==> config.mk <==
export PLATFORM = sky130hd
export DESIGN_NAME = tfo_front_flat
export DESIGN_NICKNAME = d
export VERILOG_FILES = /design/src/tfo_pkg.sv /design/src/tfo_in_if.sv /design/src/tfo_front.sv /design/src/flat_wrapper.sv
export VERILOG_INCLUDE_DIRS = /design/src /design/src/src
export SDC_FILE = /design/constraint.sdc
export NUM_CORES = 1
export LEC_CHECK = 0
export BUFFER_PORTS_ARGS = -buffer_cell sky130_fd_sc_hd__buf_2
export CORE_UTILIZATION = 56
export DETAILED_ROUTE_END_ITERATION = 7
export GPL_TIMING_DRIVEN = 0
export MAX_ROUTING_LAYER = met4
export PLACE_DENSITY = 0.76
export SKIP_CTS_REPAIR_TIMING = 1
export SLEW_MARGIN = 20
export SYNTH_ARGS = -nofsm -noshare
export SYNTH_HDL_FRONTEND = slang
export SYNTH_SLANG_ARGS = --single-unit
==> constraint.sdc <==
create_clock -name clk -period 4.95 [get_ports clk]
set_input_delay 0.2475 -clock clk [delete_from_list [all_inputs] [get_ports clk]]
set_output_delay 0.2475 -clock clk [all_outputs]
set_load 0.02 [all_outputs]
==> src/tukey_fence_outlier_scorer_unit_assert.svh <==
// Assertion macros for the Tukey fence outlier scorer.
// Assertions are active in simulation only; synthesis sees empty bodies.
`ifndef TUKEY_FENCE_OUTLIER_SCORER_UNIT_ASSERT_SVH
`define TUKEY_FENCE_OUTLIER_SCORER_UNIT_ASSERT_SVH
`ifndef SYNTHESIS
`define TFO_ASSERT(label, clk, rst, prop) \
  label: assert property (@(posedge clk) disable iff (rst) prop) \
    else $error("tfo assertion failed");
`define TFO_ASSERT_ALWAYS(label, clk, prop) \
  label: assert property (@(posedge clk) prop) \
    else $error("tfo assertion failed");
`else
`define TFO_ASSERT(label, clk, rst, prop)
`define TFO_ASSERT_ALWAYS(label, clk, prop)
`endif
`endif

==> src/tfo_pkg.sv <==
// Shared types, constants and helpers of the Tukey fence outlier scorer.
// Has no dependencies; the files that use it refer to it by scoped names.
package tfo_pkg;

  localparam int MAX_LEN      = 64;
  localparam int SAMPLE_WIDTH = 32;
  localparam int ADDR_W       = $clog2(MAX_LEN);
  localparam int CNT_W        = $clog2(MAX_LEN + 1);
  localparam int PCT_W        = 16;
  localparam int GAIN_W       = 16;
  localparam int SCORE_W      = 58;
  localparam int STATUS_W     = 2;
  localparam int CFG_IDX_W    = 2;
  localparam int CFG_DATA_W   = 16;
  // Quantiles and fences carry nine fractional bits.
  localparam int Q_W          = SAMPLE_WIDTH + 9;
  localparam int PROD_W       = Q_W + GAIN_W;
  localparam int F_W          = Q_W + 10;
  localparam int S_W          = F_W + 2;

  localparam logic [PCT_W-1:0] PCT_MIN = PCT_W'(1311);
  localparam logic [PCT_W-1:0] PCT_MAX = PCT_W'(64225);
  localparam logic [CNT_W-1:0] MIN_SERIES = CNT_W'(4);
  localparam logic [CNT_W-1:0] MAX_COUNT  = CNT_W'(MAX_LEN);

  localparam logic [PCT_W-1:0]  LOW_PCT_RESET  = PCT_W'(16384);
  localparam logic [PCT_W-1:0]  HIGH_PCT_RESET = PCT_W'(49152);
  localparam logic [GAIN_W-1:0] GAIN_RESET     = GAIN_W'(384);

  localparam logic [CFG_IDX_W-1:0] REG_LOW_PCT  = 2'd0;
  localparam logic [CFG_IDX_W-1:0] REG_HIGH_PCT = 2'd1;
  localparam logic [CFG_IDX_W-1:0] REG_GAIN     = 2'd2;

  localparam logic [STATUS_W-1:0] ST_OK        = 2'd0;
  localparam logic [STATUS_W-1:0] ST_TOO_FEW   = 2'd1;
  localparam logic [STATUS_W-1:0] ST_TOO_MANY  = 2'd2;
  localparam logic [STATUS_W-1:0] ST_MISORDER  = 2'd3;

  typedef struct packed {
    logic [PCT_W-1:0]  low_pct;
    logic [PCT_W-1:0]  high_pct;
    logic [GAIN_W-1:0] gain;
  } cfg_t;

  // One classified item handed from the front to the back.
  typedef struct packed {
    logic signed [SAMPLE_WIDTH-1:0] sample;
    logic                           eos;
    logic                           drop;
    logic [ADDR_W-1:0]              slot;
    logic [CNT_W-1:0]               len;
    logic [STATUS_W-1:0]            status;
  } entry_t;

  function automatic logic [PCT_W-1:0] clamp_pct(input logic [PCT_W-1:0] p);
    logic [PCT_W-1:0] r;
    r = p;
    if (p < PCT_MIN) r = PCT_MIN;
    else if (p > PCT_MAX) r = PCT_MAX;
    return r;
  endfunction

endpackage

==> src/tfo_in_if.sv <==
// Input channel of the outlier scorer: valid/ready plus one sample.
// Depends on tfo_pkg for widths.
interface tfo_in_if;
  logic                                    valid;
  logic                                    ready;
  logic signed [tfo_pkg::SAMPLE_WIDTH-1:0] sample;
  logic                                    end_of_series;
  modport source (output valid, sample, end_of_series, input ready);
  modport sink (input valid, sample, end_of_series, output ready);
endinterface

==> src/tfo_front.sv <==
// Front part: accepts samples, counts the series, classifies each item and
// queues it for the back part. Depends on tfo_pkg and tfo_in_if.
`include "tukey_fence_outlier_scorer_unit_assert.svh"
module tfo_front (
  input  logic             clk,
  input  logic             rst,
  tfo_in_if.sink           in_ch,
  input  tfo_pkg::cfg_t    cfg,
  output tfo_pkg::entry_t  q_entry,
  output logic             q_valid,
  input  logic             q_ready
);
  localparam int QD   = 4;
  localparam int QP_W = $clog2(QD);
  localparam int QC_W = $clog2(QD + 1);

  tfo_pkg::entry_t             fifo [QD];
  logic [QP_W-1:0]             wp, rp;
  logic [QC_W-1:0]             fill;
  logic [tfo_pkg::CNT_W-1:0]   count;
  logic                        ovf;
  logic                        push, pop, full;
  tfo_pkg::entry_t             ent;
  logic [tfo_pkg::PCT_W-1:0]   plo, phi;

  assign full        = (fill == QC_W'(QD));
  assign in_ch.ready = !full;
  assign push        = in_ch.valid && in_ch.ready;
  assign q_valid     = (fill != '0);
  assign pop         = q_valid && q_ready;
  assign q_entry     = fifo[rp];

  always_comb begin
    plo          = tfo_pkg::clamp_pct(cfg.low_pct);
    phi          = tfo_pkg::clamp_pct(cfg.high_pct);
    ent.sample   = in_ch.sample;
    ent.eos      = in_ch.end_of_series;
    ent.drop     = (count >= tfo_pkg::MAX_COUNT);
    ent.slot     = count[tfo_pkg::ADDR_W-1:0];
    ent.len      = ent.drop ? count : count + 1'b1;
    // Misordered percentiles win over a short series, which wins over overflow.
    priority if (plo > phi) ent.status = tfo_pkg::ST_MISORDER;
    else if (ent.len < tfo_pkg::MIN_SERIES) ent.status = tfo_pkg::ST_TOO_FEW;
    else if (ovf || ent.drop) ent.status = tfo_pkg::ST_TOO_MANY;
    else ent.status = tfo_pkg::ST_OK;
  end

  always_ff @(posedge clk) begin
    if (push) begin
      fifo[wp] <= ent;
    end
    if (rst) begin
      wp    <= '0;
      rp    <= '0;
      fill  <= '0;
      count <= '0;
      ovf   <= 1'b0;
    end else begin
      if (push) begin
        wp <= wp + 1'b1;
        if (in_ch.end_of_series) begin
          count <= '0;
          ovf   <= 1'b0;
        end else if (ent.drop) begin
          ovf <= 1'b1;
        end else begin
          count <= count + 1'b1;
        end
      end
      if (pop) begin
        rp <= rp + 1'b1;
      end
      fill <= fill + QC_W'(push) - QC_W'(pop);
    end
  end

  `TFO_ASSERT(a_count_bound, clk, rst, count <= tfo_pkg::MAX_COUNT)
  `TFO_ASSERT(a_ovf_only_full, clk, rst, ovf |-> count == tfo_pkg::MAX_COUNT)
  `TFO_ASSERT(a_fill_bound, clk, rst, fill <= QC_W'(QD))
endmodule

==> src/flat_wrapper.sv <==
// flat-port wrapper written by rule: the top's interface ports become plain ports
module tfo_front_flat 
  (clk, rst, cfg, q_entry, q_valid, q_ready, in_ch_valid, in_ch_sample, in_ch_end_of_series, in_ch_ready);
  tfo_in_if in_ch_i ();
  input  logic clk;
  input  logic rst;
  input  tfo_pkg::cfg_t cfg;
  output tfo_pkg::entry_t q_entry;
  output logic q_valid;
  input  logic q_ready;
  input wire logic [$bits(in_ch_i.valid)-1:0] in_ch_valid;
  input wire logic [$bits(in_ch_i.sample)-1:0] in_ch_sample;
  input wire logic [$bits(in_ch_i.end_of_series)-1:0] in_ch_end_of_series;
  output wire logic [$bits(in_ch_i.ready)-1:0] in_ch_ready;
  assign in_ch_i.valid = in_ch_valid;
  assign in_ch_i.sample = in_ch_sample;
  assign in_ch_i.end_of_series = in_ch_end_of_series;
  assign in_ch_ready = in_ch_i.ready;
  tfo_front u_core (.clk(clk), .rst(rst), .in_ch(in_ch_i), .cfg(cfg), .q_entry(q_entry), .q_valid(q_valid), .q_ready(q_ready));
endmodule
---- After elaboration in Yosys (flattened, before gate mapping) ----
Memories as Yosys holds them, arrays and structs flattened. A register that Yosys moved wholly into a read port is not among the register bits.
Index checks and enable logic that the tools add are counted.
cells by class
  add/sub/neg operators ................... 5
  order comparisons ....................... 7
  eq/ne operators ......................... 1
  muxes and demuxes ....................... 15
  reduce and logical (&&, ||, !) cells .... 7
operator list
  kind                                                       count
  two-way mux 16 bit                                         4
  > comparator 16 bit (second input constant)                2
  < comparator 16 x 11 -> 1 bit (second input constant)      2
  > comparator 16 bit                                        1
  two-way mux 7 bit                                          2
  two-way mux 2 bit                                          5
  adder 7 x 1 -> 7 bit (second input constant)               1
  greater-or-equal comparator 7 bit (second input constant)  1
  < comparator 7 x 3 -> 1 bit (second input constant)        1
  adder 2 x 1 -> 2 bit (second input constant)               2
  two-way mux 1 bit                                          4
  adder 3 x 1 -> 3 bit                                       1
  equality test 3 bit (second input constant)                1
  nonzero test 3 bit                                         1
  subtractor 3 x 1 -> 3 bit                                  1
  logical AND 1 bit                                          2
  AND reduction 2 bit                                        1
  nonzero test 2 bit                                         1
  logical NOT 1 bit                                          1
  logical OR 1 bit                                           1
storage, ports and cells
  register bits ........................... 15
  bits in writable memories ............... 196
  bits of input ports ..................... 85
  output and inout port bits .............. 51
  logic and storage cells ................. 41
  memories ................................ 1
memory list
  name         depth  bits a word  read ports  clocked after memory_dff  wr ports  line             RTL
  u_core.fifo  4      49           1           1                         1         tfo_front.sv:17  tfo_pkg::entry_t fifo [QD];

---- Logic depth before layout (Yosys ltp) ----
  word-level depth ........................ 5
  mapped depth ............................ 12
  mapped depth without buffers ............ 11

---- Least setup slack after synthesis ----
Ideal clock, no wire load.
  kind .................................... input to register
  start ................................... in cfg[46] (netlist bit)
  end ..................................... mem u_core.fifo[0][1] (netlist bit), data pin
  library setup time ...................... 269 ps
  arrival time ............................ 2,587 ps
  data required time ...................... 4,681 ps
  setup slack ............................. 2,093 ps
  cell stages on the path ................. 9
  buffers on the path ..................... 0
  cells stage by stage .................... or4_1 > a211o_1 > o21a_1 > ha_1 > a21oi_1 > o21ai_1 > a221o_1 > o31a_1 > a211o_1
RTL lines
  item             line               RTL
  start, declared  flat_wrapper.sv:7  input tfo_pkg::cfg_t cfg;
  end, declared    tfo_front.sv:17

==> impl_metrics.ini <==
[final_layout]
synthToLayoutAreaGrowth_pct = 21.1
regArea_um2 = 6230
finish.utilization_pct = 69.7
multiInputGateArea_um2 = 2380
nFillCells = 1004
stdcell_area_um2 = 10600
stdcell_count = 874
drive_gt1_share_pct = 33.5
nNetsFinal = 757
diodes = 0

[timing]
hold_slack_ps = 0.706
finalMaxSlewViolations = 0
period_share_pct = 55.7
hold_viol = 0
tightest_slew_ps = 802
setup_viol = 0
finalCriticalPeriod_ps = 2760
rsz0062_at_grt = false
tns_ps = 0
slew_headroom_pct = 46.5
clock_skew_ps = 9.73
timing.fmax_mhz = 362
setup_ws_ps = 2190

[yosys]
syn_area_um2 = 8770
ys_types = 56
syn_nets = 584
synth_top_area_share_pct = 67.1
synth_edf_count = 196
syn_inst = 474
synth_area_leaders = edfxtp_1 (67%), mux4_2 (13%), dfxtp_1 (3.9%)
synth_ff_type = edfxtp_1
yosysTopAreaCell = edfxtp_1
yosys_warnings = 0
ys_ff_latch = 213
synth-async-reset-ratio_pct = 0
ys_seq_area_share_pct = 71.0
syn_avg_cell_area_um2 = 18.5

[route]
wl_per_cell_um = 19.2
drt_wl_total_um = 16800
via_per_inst = 5.65
drc = 0
vias = 4942
firstDrtPassIters = 4
drt_iter0_markers = 284
ant_nets = 0

[global_route]
antenna_found_initial = 0
grt_pass1_wl_um = 25600
track_usage_pct = 21.5
grt_max_degree = 50
overflow = 0
grt_pass1_vias = 5049

[die]
die_h_um = 127
ioPinCount = 136
start_util_pct = 57.5
core-area_um2 = 15300
die_x_um = 127
dieArea_um2 = 16200
rows = 45

[placed_design]
gp_routability_congestion = 0.778
post-place-ws_ps = 1710
dp_cells = 804
hpwl_um = 10300
io_buffer_count = 119
dpl-instance-area_um2 = 9650

[hold_path]
min_path_type = input port to register

[clocking]
cts_root_buf = clkbuf_16
cts_tree = yes
clock_latency_ps = 490
path_clk_slew_ps = 60
cts_num_sinks = 213
htree_levels = 1
cts_made_buffers = 22
clock_path_buffers = 3

[critical_path]
end_kind = register
crit_arrival_ps = 2980
crit_type = input port to register
crit_fanout = 5
required_ps = 5170
startpoint_type = input port

[pwr]
vdd_drop_max_uv = 303
power.leakage_nw = 3.79
power.total_mw = 5.05
cellPowerDensity_nw_per_um2 = 475

[outcome]
status = completed

[run]
max_cap_violations = 0
## cells in the final DEF (no fill, tap or decap), drive strengths merged, types with 5 or more instances in the layout
cell,instances
nor3,7
nor2,16
a21oi,19
nand3,10
edfxtp,196
nand2,12
clkbuf,45
o21ai,6
nor2b,5
clkinv,7
dfxtp,17
mux4,49
inv,15
and3,8
a21o,9
ha,24
o21bai,5
dlygate4sd3,30
buf,130
xnor2,7
## worst paths after layout
path / slack (ps) / cells past startpoint / from / end
max reg2reg: 2540 / 10 / u_core.fill[0] / u_core.fill[2]
max: 2190 / 10 / cfg[46] / u_core.fifo[0][1]
min reg2reg: 510 / 2 / u_core.wp[1] / u_core.wp[1]
min: 0.7 / 1 / in_ch_sample[13] / u_core.fifo[0][30]
## cell usage after synthesis (7+ instances only)
cell type  number
nor2_1         16
clkbuf_1       13
xnor2_1         7
nand2_1        11
mux4_2         49
nand3_1        10
buf_2           7
nor3_1          7
dfxtp_1        17
a21o_1          9
edfxtp_1      196
inv_1          13
a21oi_1        18
ha_1           24
## logic make-up after synthesis
| group | count (synthesis) | synth area share [%] |
|---|---|---|
| adder cells (fa/ha/maj) | 25 | 3.65 |
| multiplexers | 50 | 12.7 |
| XOR/XNOR | 11 | 1.10 |
| flip-flops | 213 | 71.0 |
| AO/OA/AOI/OAI | 61 | 4.73 |
| buffers and inverters | 38 | 2.05 |
| AND/OR/NAND/NOR | 76 | 4.81 |
## area by class of cell
class,count,share of cell area [%]
Multi-Input combinational cell,223,22.4
Clock inverter,8,0.377
Clock buffer,32,6.02
Tap cell,211,2.48
Sequential cell,213,58.6
Inverter,14,0.518
Buffer,24,1.18
Timing Repair Buffer,149,8.43
## registers in the layout (all words and copies together) (netlist names), named ones only
register,flops
u_core.rp,2
u_core.ovf,1
u_core.wp,2
u_core.fill,3
u_core.count,7
u_core.fifo,196
## report_power, final
group / total (mW) / internal, mW / switching [mW] / leakage, nW
clock: 1.53 / 0.896 / 0.630 / 0.337
sequential: 2.24 / 2.18 / 0.0581 / 1.92
combinational: 1.28 / 0.548 / 0.734 / 1.53
## routing by layer
layer / track usage (%) / part of all wire, % / vias to the layer above
li1: - / - / 2263
met1: 26.4 / 41 / 2523
met2: 38.1 / 53 / 132
met3: 2.55 / 3.6 / 24
met4: 5.60 / 1.8 / 0
met5: - / 0 / -
## worst max-delay path, cell delays in order
cell and delay, ps:
buf_2 110, or4_1 590, a211o_1 370, o21a_1 150
ha_1 310, a21oi_1 150, o21ai_1 90, a221o_1 350
o31a_1 270, a211o_1 330
Power figures use the tool's default switching activity.
